`src/hdl/lcbl_pkg.sv`:
```
// ----------------------------------------------------------------------------
// lcbl_pkg
// Shared types and constants of the light contribution blender: channel
// widths, input command codes, configuration indexes, controller states
// and the command/status bundles between controller and datapath.
// ----------------------------------------------------------------------------
`default_nettype none

package lcbl_pkg;

  // colour channel in q12, 4096 is full intensity
  localparam int unsigned CH_W     = 13;
  localparam int unsigned TIME_W   = 32;
  localparam int unsigned PROD_W   = 2 * CH_W;
  localparam int unsigned SLOT_W   = 3;
  localparam int unsigned MASK_W   = 8;

  localparam logic [CH_W-1:0] Q12_ONE = 13'd4096;

  // channel order inside an rgb vector
  localparam logic [1:0] CH_RED   = 2'd0;
  localparam logic [1:0] CH_GREEN = 2'd1;
  localparam logic [1:0] CH_BLUE  = 2'd2;

  // input item command codes
  localparam logic CMD_LOAD = 1'b0;
  localparam logic CMD_EVAL = 1'b1;

  // configuration register indexes
  localparam logic CFG_LIGHT_SPEED = 1'b0;
  localparam logic CFG_THRESHOLD   = 1'b1;

  // configuration reset values
  localparam logic [CH_W-1:0] LIGHT_SPEED_RST = 13'd130;
  localparam logic [CH_W-1:0] THRESHOLD_RST   = 13'd410;

  typedef logic [2:0][CH_W-1:0] rgb_t;

  typedef enum logic [3:0] {
    ST_IDLE,
    ST_SUM,
    ST_DECIDE,
    ST_BL_CHECK,
    ST_BL_MUL,
    ST_BL_DIV,
    ST_BL_WAIT,
    ST_COMMIT,
    ST_OUT
  } state_e;

  // controller to datapath
  typedef struct packed {
    logic              load;       // store one contribution
    logic              capture;    // latch an evaluate beat
    logic              sum_acc;    // add one contributor slot
    logic [SLOT_W-1:0] idx;        // slot being summed
    logic              commit;     // take the summed colour as new target
    logic              freeze;     // with commit: current takes the blended colour
    logic              res_cur;    // result is the current colour
    logic              res_snap;   // snap to target
    logic              keep;       // snap keeps the interpolation running
    logic              mul;        // form |delta| * elapsed for one channel
    logic              div_start;  // start the divide by light speed
    logic              res_wr;     // write one interpolated channel
    logic [1:0]        ch;         // channel being interpolated
    logic              out_load;   // move the result to the output register
  } cmd_t;

  // datapath to controller
  typedef struct packed {
    logic mask_zero;
    logic moved;
    logic lerp;
    logic snap;
    logic div_done;
  } status_t;

endpackage

`default_nettype wire

```
`src/hdl/lcbl_div.sv`:
```
// ----------------------------------------------------------------------------
// lcbl_div
// Restoring divider, one quotient bit per cycle. The dividend is known to
// give a quotient below 2^13, so the upper half starts as the remainder.
// ----------------------------------------------------------------------------
`default_nettype none

module lcbl_div (
  input  wire logic                          clk_i,
  input  wire logic                          rst_ni,
  input  wire logic                          start_i,
  input  wire logic [lcbl_pkg::PROD_W-1:0]   dividend_i,
  input  wire logic [lcbl_pkg::CH_W-1:0]     divisor_i,
  output logic      [lcbl_pkg::CH_W-1:0]     quot_o,
  output logic                               done_o
);

  localparam int unsigned W      = lcbl_pkg::CH_W;
  localparam int unsigned STEP_W = $clog2(W);
  localparam logic [STEP_W-1:0] STEP_LAST = STEP_W'(W - 1);

  logic              busy_q, busy_d;
  logic              done_q, done_d;
  logic [STEP_W-1:0] step_q, step_d;
  logic [W-1:0]      rem_q, rem_d;
  logic [W-1:0]      quot_q, quot_d;

  logic [W:0]        shifted;
  logic [W:0]        trial;
  logic              ge;

  // one trial subtraction per cycle
  always_comb begin
    shifted = {rem_q, quot_q[W-1]};
    trial   = shifted - {1'b0, divisor_i};
    ge      = shifted >= {1'b0, divisor_i};

    busy_d = busy_q;
    done_d = 1'b0;
    step_d = step_q;
    rem_d  = rem_q;
    quot_d = quot_q;
    if (start_i) begin
      busy_d = 1'b1;
      step_d = '0;
      rem_d  = dividend_i[2*W-1:W];
      quot_d = dividend_i[W-1:0];
    end else if (busy_q) begin
      rem_d  = ge ? trial[W-1:0] : shifted[W-1:0];
      quot_d = {quot_q[W-2:0], ge};
      step_d = step_q + 1'b1;
      if (step_q == STEP_LAST) begin
        busy_d = 1'b0;
        done_d = 1'b1;
      end
    end
  end

  always_ff @(posedge clk_i or negedge rst_ni) begin
    if (!rst_ni) begin
      busy_q <= 1'b0;
      done_q <= 1'b0;
      step_q <= '0;
    end else begin
      busy_q <= busy_d;
      done_q <= done_d;
      step_q <= step_d;
    end
  end

  always_ff @(posedge clk_i) begin
    rem_q  <= rem_d;
    quot_q <= quot_d;
  end

  assign quot_o = quot_q;
  assign done_o = done_q;

endmodule

`default_nettype wire

```
`src/hdl/lcbl_dpath.sv`:
```
// ----------------------------------------------------------------------------
// lcbl_dpath
// Datapath of the light blender: configuration registers, contribution
// store, colour state, saturating summer, change test, shared multiplier
// and divider for the time interpolation, and the output register.
// ----------------------------------------------------------------------------
`default_nettype none

module lcbl_dpath #(
  parameter int unsigned NUM_CONTRIBUTORS = 8
) (
  input  wire logic                             clk_i,
  input  wire logic                             rst_ni,
  input  wire lcbl_pkg::cmd_t                   cmd_i,
  output lcbl_pkg::status_t                     status_o,
  // configuration
  input  wire logic                             cfg_we_i,
  input  wire logic                             cfg_index_i,
  input  wire logic [lcbl_pkg::CH_W-1:0]        cfg_data_i,
  // input beat payload
  input  wire logic [lcbl_pkg::SLOT_W-1:0]      contrib_index_i,
  input  wire logic [lcbl_pkg::CH_W-1:0]        red_in_i,
  input  wire logic [lcbl_pkg::CH_W-1:0]        green_in_i,
  input  wire logic [lcbl_pkg::CH_W-1:0]        blue_in_i,
  input  wire logic [lcbl_pkg::MASK_W-1:0]      active_mask_i,
  input  wire logic [lcbl_pkg::TIME_W-1:0]      frame_time_i,
  input  wire logic [lcbl_pkg::TIME_W-1:0]      latest_update_time_i,
  // output beat payload
  output logic      [lcbl_pkg::CH_W-1:0]        red_out_o,
  output logic      [lcbl_pkg::CH_W-1:0]        green_out_o,
  output logic      [lcbl_pkg::CH_W-1:0]        blue_out_o
);

  localparam int unsigned W       = lcbl_pkg::CH_W;
  localparam int unsigned TW      = lcbl_pkg::TIME_W;
  localparam int unsigned SW      = lcbl_pkg::SLOT_W;
  localparam int unsigned IDX_W   = (NUM_CONTRIBUTORS > 1) ? $clog2(NUM_CONTRIBUTORS) : 1;
  localparam logic [lcbl_pkg::MASK_W-1:0] MASK_KEEP =
    lcbl_pkg::MASK_W'((16'd1 << NUM_CONTRIBUTORS) - 16'd1);

  function automatic logic [W-1:0] sat_q12(input logic [W-1:0] v);
    return (v > lcbl_pkg::Q12_ONE) ? lcbl_pkg::Q12_ONE : v;
  endfunction

  // configuration
  logic [W-1:0] ls_q;
  logic [W-1:0] thr_q;

  // block state
  lcbl_pkg::rgb_t store_q [NUM_CONTRIBUTORS];
  lcbl_pkg::rgb_t cur_q;
  lcbl_pkg::rgb_t tgt_q;
  logic [TW-1:0]  time_q;
  logic           lerp_q;

  // per-evaluate working registers
  logic [lcbl_pkg::MASK_W-1:0] mask_q;
  logic [TW-1:0]               now_q;
  logic [TW-1:0]               stamp_q;
  lcbl_pkg::rgb_t              sum_q, sum_d;
  lcbl_pkg::rgb_t              res_q;
  logic [lcbl_pkg::PROD_W-1:0] prod_q;
  logic                        neg_q;

  logic [TW-1:0]  elapsed;
  logic           snap;
  logic           moved;
  logic [W-1:0]   base_c;
  logic [W-1:0]   diff_c;
  logic [W:0]     acc_c;
  logic [IDX_W-1:0] sum_idx;
  logic [W-1:0]   cur_ch;
  logic [W-1:0]   tgt_ch;
  logic [W-1:0]   mag;
  logic [W-1:0]   quot;
  logic           div_done;
  logic           slot_ok;

  assign sum_idx = cmd_i.idx[IDX_W-1:0];
  assign slot_ok = {1'b0, contrib_index_i} < (SW + 1)'(NUM_CONTRIBUTORS);

  // configuration registers
  always_ff @(posedge clk_i or negedge rst_ni) begin
    if (!rst_ni) begin
      ls_q  <= lcbl_pkg::LIGHT_SPEED_RST;
      thr_q <= lcbl_pkg::THRESHOLD_RST;
    end else if (cfg_we_i) begin
      if (cfg_index_i == lcbl_pkg::CFG_LIGHT_SPEED) begin
        ls_q <= cfg_data_i;
      end else begin
        thr_q <= cfg_data_i;
      end
    end
  end

  // elapsed time and snap test
  assign elapsed = now_q - time_q;
  assign snap    = (ls_q == '0) || (elapsed > TW'(ls_q));

  // saturating sum of one slot, and the change test against target or current
  always_comb begin
    sum_d  = sum_q;
    moved  = 1'b0;
    base_c = '0;
    diff_c = '0;
    acc_c  = '0;
    for (int c = 0; c < 3; c++) begin
      acc_c = {1'b0, sum_q[c]} + {1'b0, store_q[sum_idx][c]};
      if (mask_q[cmd_i.idx]) begin
        sum_d[c] = (acc_c > {1'b0, lcbl_pkg::Q12_ONE}) ? lcbl_pkg::Q12_ONE : acc_c[W-1:0];
      end
      base_c = lerp_q ? tgt_q[c] : cur_q[c];
      diff_c = (sum_q[c] > base_c) ? (sum_q[c] - base_c) : (base_c - sum_q[c]);
      if (diff_c >= thr_q) begin
        moved = 1'b1;
      end
    end
  end

  // channel selected for interpolation
  always_comb begin
    case (cmd_i.ch)
      lcbl_pkg::CH_RED: begin
        cur_ch = cur_q[0];
        tgt_ch = tgt_q[0];
      end
      lcbl_pkg::CH_GREEN: begin
        cur_ch = cur_q[1];
        tgt_ch = tgt_q[1];
      end
      lcbl_pkg::CH_BLUE: begin
        cur_ch = cur_q[2];
        tgt_ch = tgt_q[2];
      end
      default: begin
        cur_ch = '0;
        tgt_ch = '0;
      end
    endcase
    mag = (tgt_ch < cur_ch) ? (cur_ch - tgt_ch) : (tgt_ch - cur_ch);
  end

  // shared divide by light speed
  lcbl_div u_div (
    .clk_i      (clk_i),
    .rst_ni     (rst_ni),
    .start_i    (cmd_i.div_start),
    .dividend_i (prod_q),
    .divisor_i  (ls_q),
    .quot_o     (quot),
    .done_o     (div_done)
  );

  // colour state, contribution store
  always_ff @(posedge clk_i or negedge rst_ni) begin
    if (!rst_ni) begin
      for (int i = 0; i < NUM_CONTRIBUTORS; i++) begin
        store_q[i] <= '0;
      end
      cur_q  <= '0;
      tgt_q  <= '0;
      time_q <= '0;
      lerp_q <= 1'b0;
    end else begin
      if (cmd_i.load && slot_ok) begin
        store_q[contrib_index_i[IDX_W-1:0]] <=
          {sat_q12(blue_in_i), sat_q12(green_in_i), sat_q12(red_in_i)};
      end
      if (cmd_i.commit) begin
        tgt_q  <= sum_q;
        time_q <= stamp_q;
        lerp_q <= 1'b1;
        if (cmd_i.freeze) begin
          cur_q <= res_q;
        end
      end
      if (cmd_i.res_snap) begin
        cur_q <= tgt_q;
        if (!cmd_i.keep) begin
          lerp_q <= 1'b0;
        end
      end
    end
  end

  // working registers and output payload
  always_ff @(posedge clk_i) begin
    if (cmd_i.capture) begin
      mask_q  <= active_mask_i & MASK_KEEP;
      now_q   <= frame_time_i;
      stamp_q <= latest_update_time_i;
      sum_q   <= '0;
    end
    if (cmd_i.sum_acc) begin
      sum_q <= sum_d;
    end
    if (cmd_i.res_cur) begin
      res_q <= cur_q;
    end
    if (cmd_i.res_snap) begin
      res_q <= tgt_q;
    end
    if (cmd_i.mul) begin
      prod_q <= lcbl_pkg::PROD_W'(mag) * lcbl_pkg::PROD_W'(elapsed[W-1:0]);
      neg_q  <= tgt_ch < cur_ch;
    end
    if (cmd_i.res_wr) begin
      res_q[cmd_i.ch] <= neg_q ? (cur_ch - quot) : (cur_ch + quot);
    end
    if (cmd_i.out_load) begin
      red_out_o   <= res_q[0];
      green_out_o <= res_q[1];
      blue_out_o  <= res_q[2];
    end
  end

  assign status_o.mask_zero = (mask_q == '0);
  assign status_o.moved     = moved;
  assign status_o.lerp      = lerp_q;
  assign status_o.snap      = snap;
  assign status_o.div_done  = div_done;

endmodule

`default_nettype wire

```
`src/hdl/lcbl_ctrl.sv`:
```
// ----------------------------------------------------------------------------
// lcbl_ctrl
// Controller of the light blender: sequences the contribution sum, the
// retarget decision, one or two interpolation passes and the output beat.
// ----------------------------------------------------------------------------
`default_nettype none

module lcbl_ctrl #(
  parameter int unsigned NUM_CONTRIBUTORS = 8
) (
  input  wire logic                 clk_i,
  input  wire logic                 rst_ni,
  input  wire logic                 in_valid_i,
  output logic                      in_stall_o,
  input  wire logic                 cmd_i,
  input  wire logic                 any_changed_i,
  output logic                      out_valid_o,
  input  wire logic                 out_stall_i,
  output lcbl_pkg::cmd_t            cmd_o,
  input  wire lcbl_pkg::status_t    status_i
);

  localparam int unsigned IDX_W = (NUM_CONTRIBUTORS > 1) ? $clog2(NUM_CONTRIBUTORS) : 1;
  localparam logic [IDX_W-1:0] IDX_LAST = IDX_W'(NUM_CONTRIBUTORS - 1);

  lcbl_pkg::state_e state_q, state_d;
  logic [IDX_W-1:0] cnt_q, cnt_d;
  logic [1:0]       ch_q, ch_d;
  logic             keep_q, keep_d;
  logic             out_valid_q, out_valid_d;
  lcbl_pkg::state_e after_blend;

  always_ff @(posedge clk_i or negedge rst_ni) begin
    if (!rst_ni) begin
      state_q     <= lcbl_pkg::ST_IDLE;
      cnt_q       <= '0;
      ch_q        <= lcbl_pkg::CH_RED;
      keep_q      <= 1'b0;
      out_valid_q <= 1'b0;
    end else begin
      state_q     <= state_d;
      cnt_q       <= cnt_d;
      ch_q        <= ch_d;
      keep_q      <= keep_d;
      out_valid_q <= out_valid_d;
    end
  end

  // next state and commands
  always_comb begin
    state_d     = state_q;
    cnt_d       = cnt_q;
    ch_d        = ch_q;
    keep_d      = keep_q;
    out_valid_d = out_valid_q && out_stall_i;
    after_blend = keep_q ? lcbl_pkg::ST_COMMIT : lcbl_pkg::ST_OUT;

    cmd_o      = '0;
    cmd_o.idx  = lcbl_pkg::SLOT_W'(cnt_q);
    cmd_o.ch   = ch_q;
    cmd_o.keep = keep_q;

    case (state_q)
      lcbl_pkg::ST_IDLE: begin
        if (in_valid_i) begin
          if (cmd_i == lcbl_pkg::CMD_LOAD) begin
            cmd_o.load = 1'b1;
          end else begin
            cmd_o.capture = 1'b1;
            cnt_d         = '0;
            keep_d        = 1'b0;
            state_d       = any_changed_i ? lcbl_pkg::ST_SUM : lcbl_pkg::ST_BL_CHECK;
          end
        end
      end
      lcbl_pkg::ST_SUM: begin
        cmd_o.sum_acc = 1'b1;
        if (cnt_q == IDX_LAST) begin
          state_d = lcbl_pkg::ST_DECIDE;
        end else begin
          cnt_d = cnt_q + 1'b1;
        end
      end
      lcbl_pkg::ST_DECIDE: begin
        // a new target freezes the running interpolation first
        if (status_i.mask_zero || status_i.moved) begin
          if (status_i.lerp) begin
            keep_d = 1'b1;
          end else begin
            cmd_o.commit = 1'b1;
          end
        end
        state_d = lcbl_pkg::ST_BL_CHECK;
      end
      lcbl_pkg::ST_BL_CHECK: begin
        if (!status_i.lerp) begin
          cmd_o.res_cur = 1'b1;
          state_d       = after_blend;
        end else if (status_i.snap) begin
          cmd_o.res_snap = 1'b1;
          state_d        = after_blend;
        end else begin
          ch_d    = lcbl_pkg::CH_RED;
          state_d = lcbl_pkg::ST_BL_MUL;
        end
      end
      lcbl_pkg::ST_BL_MUL: begin
        cmd_o.mul = 1'b1;
        state_d   = lcbl_pkg::ST_BL_DIV;
      end
      lcbl_pkg::ST_BL_DIV: begin
        cmd_o.div_start = 1'b1;
        state_d         = lcbl_pkg::ST_BL_WAIT;
      end
      lcbl_pkg::ST_BL_WAIT: begin
        if (status_i.div_done) begin
          cmd_o.res_wr = 1'b1;
          if (ch_q == lcbl_pkg::CH_BLUE) begin
            state_d = after_blend;
          end else begin
            ch_d    = ch_q + 1'b1;
            state_d = lcbl_pkg::ST_BL_MUL;
          end
        end
      end
      lcbl_pkg::ST_COMMIT: begin
        cmd_o.commit = 1'b1;
        cmd_o.freeze = 1'b1;
        keep_d       = 1'b0;
        state_d      = lcbl_pkg::ST_BL_CHECK;
      end
      lcbl_pkg::ST_OUT: begin
        if (!out_valid_q || !out_stall_i) begin
          cmd_o.out_load = 1'b1;
          out_valid_d    = 1'b1;
          state_d        = lcbl_pkg::ST_IDLE;
        end
      end
      default: begin
        state_d = lcbl_pkg::ST_IDLE;
      end
    endcase
  end

  assign in_stall_o  = (state_q != lcbl_pkg::ST_IDLE);
  assign out_valid_o = out_valid_q;

endmodule

`default_nettype wire

```
`src/hdl/light_contribution_blend_lerp.sv`:
```
// ----------------------------------------------------------------------------
// light_contribution_blend_lerp
// Point light blender: up to eight stored RGB contributions, summed and
// clamped on change, with a timed interpolation from the current colour
// towards the target. Colours are unsigned q12, 4096 is full intensity.
// ----------------------------------------------------------------------------
// A load beat (cmd 0) writes one contributor slot and gives no output beat.
// An evaluate beat (cmd 1) gives one output beat. When any_changed is set,
// the slots are summed first, one per cycle. Each interpolation pass takes
// each of the three channels through the one shared multiplier and then the
// 13-step restoring divider by light_speed. A new target taken while an
// interpolation runs costs a second pass. A finished beat waits in the
// output register while the next input beat is taken; configuration must be
// written only while the block is idle, which the block itself does not
// enforce.
// ----------------------------------------------------------------------------
`default_nettype none

module light_contribution_blend_lerp #(
  parameter int unsigned NUM_CONTRIBUTORS = 8
) (
  input  wire logic                          clk_i,
  input  wire logic                          rst_ni,
  // configuration write port
  input  wire logic                          cfg_we_i,
  input  wire logic                          cfg_index_i,
  input  wire logic [lcbl_pkg::CH_W-1:0]     cfg_data_i,
  // input channel
  input  wire logic                          in_valid_i,
  output logic                               in_stall_o,
  input  wire logic                          cmd_i,
  input  wire logic [lcbl_pkg::SLOT_W-1:0]   contrib_index_i,
  input  wire logic [lcbl_pkg::CH_W-1:0]     red_in_i,
  input  wire logic [lcbl_pkg::CH_W-1:0]     green_in_i,
  input  wire logic [lcbl_pkg::CH_W-1:0]     blue_in_i,
  input  wire logic [lcbl_pkg::MASK_W-1:0]   active_mask_i,
  input  wire logic                          any_changed_i,
  input  wire logic [lcbl_pkg::TIME_W-1:0]   frame_time_i,
  input  wire logic [lcbl_pkg::TIME_W-1:0]   latest_update_time_i,
  // output channel
  output logic                               out_valid_o,
  input  wire logic                          out_stall_i,
  output logic      [lcbl_pkg::CH_W-1:0]     red_out_o,
  output logic      [lcbl_pkg::CH_W-1:0]     green_out_o,
  output logic      [lcbl_pkg::CH_W-1:0]     blue_out_o
);

  lcbl_pkg::cmd_t    cmd;
  lcbl_pkg::status_t status;

  // sequencing
  lcbl_ctrl #(
    .NUM_CONTRIBUTORS (NUM_CONTRIBUTORS)
  ) u_ctrl (
    .clk_i         (clk_i),
    .rst_ni        (rst_ni),
    .in_valid_i    (in_valid_i),
    .in_stall_o    (in_stall_o),
    .cmd_i         (cmd_i),
    .any_changed_i (any_changed_i),
    .out_valid_o   (out_valid_o),
    .out_stall_i   (out_stall_i),
    .cmd_o         (cmd),
    .status_i      (status)
  );

  // arithmetic and state
  lcbl_dpath #(
    .NUM_CONTRIBUTORS (NUM_CONTRIBUTORS)
  ) u_dpath (
    .clk_i                (clk_i),
    .rst_ni               (rst_ni),
    .cmd_i                (cmd),
    .status_o             (status),
    .cfg_we_i             (cfg_we_i),
    .cfg_index_i          (cfg_index_i),
    .cfg_data_i           (cfg_data_i),
    .contrib_index_i      (contrib_index_i),
    .red_in_i             (red_in_i),
    .green_in_i           (green_in_i),
    .blue_in_i            (blue_in_i),
    .active_mask_i        (active_mask_i),
    .frame_time_i         (frame_time_i),
    .latest_update_time_i (latest_update_time_i),
    .red_out_o            (red_out_o),
    .green_out_o          (green_out_o),
    .blue_out_o           (blue_out_o)
  );

endmodule

`default_nettype wire
```
`config.mk`:
```
export PLATFORM = sky130hd
export DESIGN_NAME = light_contribution_blend_lerp
export DESIGN_NICKNAME = d
export VERILOG_FILES = /design/src/hdl/lcbl_pkg.sv /design/src/hdl/lcbl_div.sv /design/src/hdl/lcbl_dpath.sv /design/src/hdl/lcbl_ctrl.sv /design/src/hdl/light_contribution_blend_lerp.sv
export SDC_FILE = /design/constraint.sdc
export NUM_CORES = 2
export LEC_CHECK = 0
export BUFFER_PORTS_ARGS = -buffer_cell sky130_fd_sc_hd__buf_2
export CAP_MARGIN = 30
export CORE_ASPECT_RATIO = 1.2
export CORE_MARGIN = 4
export CORE_UTILIZATION = 55
export DETAILED_ROUTE_END_ITERATION = 16
export GPL_ROUTABILITY_DRIVEN = 0
export HOLD_SLACK_MARGIN = 0.08
export PLACE_DENSITY = 0.72
export SLEW_MARGIN = 40
export SYNTH_ARGS = -nofsm -noshare
export SYNTH_HDL_FRONTEND = slang
export SYNTH_SLANG_ARGS = --single-unit
```
`constraint.sdc`:
```
create_clock -name clk_i -period 12.67 [get_ports clk_i]
set_input_delay 2.534 -clock clk_i [delete_from_list [all_inputs] [get_ports clk_i]]
set_output_delay 2.534 -clock clk_i [all_outputs]
set_load 0.02 [all_outputs]
```
### Yosys cells after proc, flatten, opt, wreduce, memory -nomap -nowiden

Cells that the tools add are included.

* equality and inequality tests: 24
* reductions and logical operators: 29
* multiplexer cells: 102
* $mul: 1
* add/subtract/negate cells: 18
* bitwise operators: 3
* $lt $le $gt $ge: 21

Operators with widths (count)
* $mux W39: 11
* $bwmux W312: 1
* $mux W13: 23
* $sub A13 B13 Y13: 10
* $bmux W39 S3: 1
* $demux W39 S3: 1
* $pmux W13 S3: 2
* $mux W4: 11
* $add A13 B13 Y14: 3
* $gt A14 B13 Y1 const B: 3
* $bwmux W39: 1
* $ge A13 B13 Y1: 3
* $gt A13 B13 Y1: 3
* $gt A13 B13 Y1 const B: 3
* $mux W1: 33
* $gt A32 B13 Y1: 1
* $pmux W4 S8: 1
* $sub A32 B32 Y32: 1
* $demux W13 S2: 1
* $mul A13 B13 Y26: 1
* $eq A4 B3 Y1 const B: 4
* $mux W2: 8
* $reduce_and A5 Y1: 3
* $ge A14 B13 Y1: 1
* other kinds (39): 68

* bits in registers: 708
* logic and storage cells: 256
* input port bits: 135
* output and inout bits: 41

### Depth between registers and ports, before layout

* depth after elaboration: 13
* depth in mapped cells: 40
* mapped depth without buffers: 37

### Hierarchy

From an unflattened synthesis, not the netlist that was laid out.

* cells, all modules: 4519
* area total of the unflattened synthesis: 46228.1 um^2

By module, submodules not included
* lcbl_dpath: area an instance 43032.5 um^2, sequential area each 17340.4 um^2, times used 1, cells an instance 4200
* lcbl_div: area an instance 2331.0 um^2, sequential area each 930.9 um^2, times used 1, cells an instance 230
* lcbl_ctrl: area an instance 864.6 um^2, sequential area each 275.3 um^2, times used 1, cells an instance 89

### Worst setup path before layout

Ideal clock, no wire load.

* path type: register to register
* start: register u_ctrl.ch_q[0]
* end: register u_dpath.prod_q[24] (netlist name) (data pin)
* path slack: 3.676 ns
* cell stages (with the launch flop): 39
* period minus slack after synthesis: 8.994 ns
* data required time: 12.412 ns
* buffers on the path: 2
* data arrival time: 8.736 ns
* library setup time: 0.258 ns
* path through: dfrtp_1 -> inv_1 -> ha_1 -> clkbuf_1 -> buf_1 -> nand2_1 -> a31oi_1 -> ha_1 -> nor2b_1 -> o21a_1 -> or2_2 -> a311oi_4 -> o21ai_2 -> a21oi_4 -> nor2_2 -> inv_4 -> mux2i_1 -> xor2_1 -> [... 3 more ...] -> fa_1 -> inv_1 -> ha_1 -> ha_1 -> inv_1 -> fa_1 -> inv_1 -> fa_1 -> a21o_1 -> a21oi_1 -> o21ai_0 -> o41ai_1 -> o2111ai_1 -> a31oi_1 -> a21oi_1 -> a21o_1 -> a21oi_1 -> xnor2_1

* longest elaborated chain between the ends: 5
* elaborated cells between the ends (all ways): 10
* classes of those cells: add/sub: 2; mul: 1; order compare: 1; eq/ne: 2; mux: 3; reduce/logical: 1

RTL lines
* start: declaration: RTL line lcbl_ctrl.sv:28 `logic [1:0] ch_q, ch_d;`
* start signal: assignment: RTL line lcbl_ctrl.sv:37 `ch_q <= lcbl_pkg::CH_RED;`
* start signal: assignment: RTL line lcbl_ctrl.sv:43 `ch_q <= ch_d;`
* $eq A2 B2 Y1 (tied with other cells): RTL line lcbl_dpath.sv:122 `case (cmd_i.ch)`
* $pmux W13 S3: RTL line lcbl_dpath.sv:122
* $sub A13 B13 Y13 or $lt A13 B13 Y1 (tied branches): RTL line lcbl_dpath.sv:140 `mag = (tgt_ch < cur_ch) ? (cur_ch - tgt_ch) : (tgt_ch - cur_ch);`
* $mux W13 (*): RTL line lcbl_dpath.sv:140
* $mul A13 B13 Y26 (*): RTL line lcbl_dpath.sv:204 `prod_q <= lcbl_pkg::PROD_W'(mag) * lcbl_pkg::PROD_W'(elapsed[W-1:0]);`
* end signal: assignment: RTL line lcbl_dpath.sv:204
* end: declaration: RTL line lcbl_dpath.sv:62 `logic [lcbl_pkg::PROD_W-1:0] prod_q;`

Every way passes the cells marked *; elsewhere a longest branch is shown, timed or not.
A chain may end at the register's enable or synchronous reset.

### Worst setup path after layout

* start: register u_ctrl.ch_q[0]
* end: register u_dpath.prod_q[25] (netlist name) (data pin)

Same word-level chain as after synthesis.

==> results.md <==
* Simple-gate share of the synthesized area at 0.131
* Crit Path Category: reg -> reg
* Storage element area at between 15000 and 20000 sq um
* Worst Path Required at approximately 13000 ps
* Clk sinks at 708
* Global routing usage on met1 at 0.362
* Post-DR wirelength/cell at 21.4 um
* R2r startpoint: u_ctrl.ch_q[0]
* Pre-Repair DR Iteration Count at 6
* Syn Nets at 5303
* Setup Total Neg Slack at 0 ps
* Mean Syn Cell Area at between 9 and 10 sq um
* Clk Latency, worst-skew pair at 650 ps
* Core ar. at around 85000 sq um
* Final Slew Violations at 0
* Num rows at 117
* Yosys Warn Count at 0
* I/O Buffers at around 180
* Initial antenna violation count at 6
* Multi-input combinational cell area at between 20000 and 30000 sq um
* Synth Area in Adders at 0.143
* CTS tree: yes
* Design Area, Final at a little over 50000 sq um
* Vias per inst at 6.03
* Clock slew at reported path FFs at 60 ps
* WL final at 128000 um
* Crit path DAT at slightly above 10000 ps
* Area grow syn2layout at 10.0%
* Die Wd at approximately 270 um
* Proportion of synthesized area in mux cells at 0.113
* Outcome: finished, final reports clean
* Slowest Stage Delay on Critical Path at around 590 ps
* Worst slew margin relative to its limit at 0.399
* Die Y-Extent at approximately 330 um
* Largest family of logic cells by synthesized area: adder cells
* Final hold violations at 0
* Hold Path Class: reg -> reg
* Total track usage at 0.284
* H-tree depth at 3
* Post-synth EDFFs at 203
* Area after DPL at 49000 sq um
* Sequential area share after synthesis at 0.394
* Setup crit start: u_ctrl.ch_q[0]
* Complex-gate fraction of the synthesized area at 0.139
* Final min period at around 9700 ps
* Post-Syn Area at 47000 sq um
* Detailed-route DRC error count at 0
* First-pass GRT wire length at 202000 um
* Worst r2r path cells at 34
* Finished Core Util at 0.609
* CTS Hold Bufs at 0
* Vias at 36100
* Setup Viol. Count Final at 0
* Worst-margin pin slew at a little under 900 ps
* Critical-path top delay cell: fa_1
* CTS Buffer Depth at 3
* DP HPWL at 93700 um
* Unrepaired setup endpoints after global routing: false
* Postcts setup bufs at 0
* CP max FO at 18
* Num ports at around 180
* Num CTS Buffers at 79
* Grt met2 use at 0.466
* #FFs+latches synth at 708
* Iter 0 DRT Violations at between 2000 and 3000
* Max-cap violations at 0
* Vias in the first global route at 36200
* FF-to-FF setup slack at slightly below 3000 ps
* Final period utilization at 0.768
* Layout cell share with drive strength beyond 1 at 0.152
* Fill cell count at 7136
* Most frequent cells in the layout: nand2_1, dfrtp_1, inv_1
* Synth cell types at 107
* Commonest non-fill, non-tap cell in the layout: nand2_1
* Starting Density at 0.554
* CTS root buffer: clkbuf_16
* Largest net degree at the start of global routing at between 90 and 100
* Met3 Usage GRT at 0.0407
* Crit start category: flop
* Most Used Layer, Global Route: met2
* RR Endpoint: u_dpath.prod_q[25]
* Antenna-violating nets left at 0
* Critical path destination: u_dpath.prod_q[25]
* Max Clock Skew at 29.4 ps
* Total global routing overflow at 0
* Die area at 90300 sq um
* Nets at 5386
* Maximum clock frequency at 103 MHz
* Synth Area in XOR/XNOR at 0.0253
* Asr flop ratio synth at 0.658
* Synthesized instance count at 4712
* Crit. End Element: flop
* Leading register cell type out of synthesis: dfrtp_1
* Resized cells post-CTS at 0
critical path, delay by kind of cell, from the launching register on:
family / cells / cell delay, ps
and+or+nand+nor: 5 / 940
muxes: 1 / 310
buffers and inverters: 7 / 820
adders and majority gates: 8 / 3630
AOI/OAI and AO/OA: 11 / 2630
DFF: 1 / 430
xor gates and xnor gates: 2 / 700
cell type report:
type | count | share of cell area
inverters | 418 | 0.0304
repair buffers | 228 | 0.0274
diodes | 4 | 0.000193
clock buffers | 110 | 0.0447
clock inverters | 35 | 0.00713
well taps | 1130 | 0.0273
multi-input cells | 3360 | 0.504
flip-flops and latches | 708 | 0.359
stage by stage:
| stage | std cells | hold slack [ps] | setup slack, ps |
|---|---|---|---|
| detailed placement | 5842 | 459 | 2710 |
| CTS | 5987 | 474 | 2700 |
| global route | 5992 | 487 | 2130 |
| finish | 5993 | 469 | 2940 |
| floorplan | 4712 | 426 | 3680 |
| global placement | 5839 | 456 | 2680 |
how the worst min path moves through the flow:
stage                                    start                     end  slack, ps  depth (start not counted)
after global placement    u_dpath.store_q[305]    u_dpath.store_q[305]        460                          2
after CTS                    u_dpath.res_q[15]  u_dpath.green_out_o[2]        470                          0
after floorplan              u_dpath.res_q[35]   u_dpath.blue_out_o[9]        430                          0
after global routing         u_dpath.res_q[15]  u_dpath.green_out_o[2]        490                          0
after detailed placement     u_dpath.res_q[15]  u_dpath.green_out_o[2]        460                          0
final                      u_dpath.stamp_q[26]      u_dpath.time_q[26]        470                          1
cell usage after synthesis, types with 51 or more instances:
master,count,share of area
edfxtp_1,203,0.13
xnor2_1,83,0.015
nand3_1,67,0.0071
dfrtp_1,459,0.24
mux2_2,204,0.049
nor2_1,228,0.018
clkbuf_1,164,0.013
ha_1,321,0.085
mux2i_1,87,0.019
a21oi_1,181,0.019
fa_1,135,0.057
xor2_1,51,0.0095
a21o_1,67,0.011
nand2b_1,65,0.0086
nand2_1,670,0.053
mux4_2,80,0.038
inv_1,413,0.033
o21ai_0,398,0.042
nor3_1,62,0.0066
layer usage:
layer | wire length (um) | part of all wire | vias up
li1 | - | - | 16700
met1 | 51200 | 0.40 | 17600
met2 | 59900 | 0.47 | 1351
met3 | 8400 | 0.066 | 425
met4 | 8770 | 0.068 | 2
met5 | 13 | 0.00010 | -
flip-flops by register name, indices dropped and copies added, names as in the netlist, 26 cells and up:
signal	flops
u_dpath.cur_q	39
u_dpath.now_q	32
u_dpath.store_q	312
u_dpath.res_q	39
u_dpath.time_q	32
u_dpath.stamp_q	32
u_dpath.sum_q	39
u_dpath.tgt_q	39
u_dpath.prod_q	26
kinds of logic (layout without fill, tap and decap cells):
| logic type | Yosys count | count (layout) |
|---|---|---|
| fa+ha+maj | 456 | 456 |
| xor+xnor | 135 | 135 |
| flops | 708 | 708 |
| compound gates | 1018 | 1018 |
| other cells | 0 | 4 |
| buf+inv | 644 | 791 |
| simple gates | 1351 | 1351 |
| mux | 400 | 400 |
Power is not shown: default switching activity piles up to over one toggle a cycle in this logic, so the estimate is an artifact.
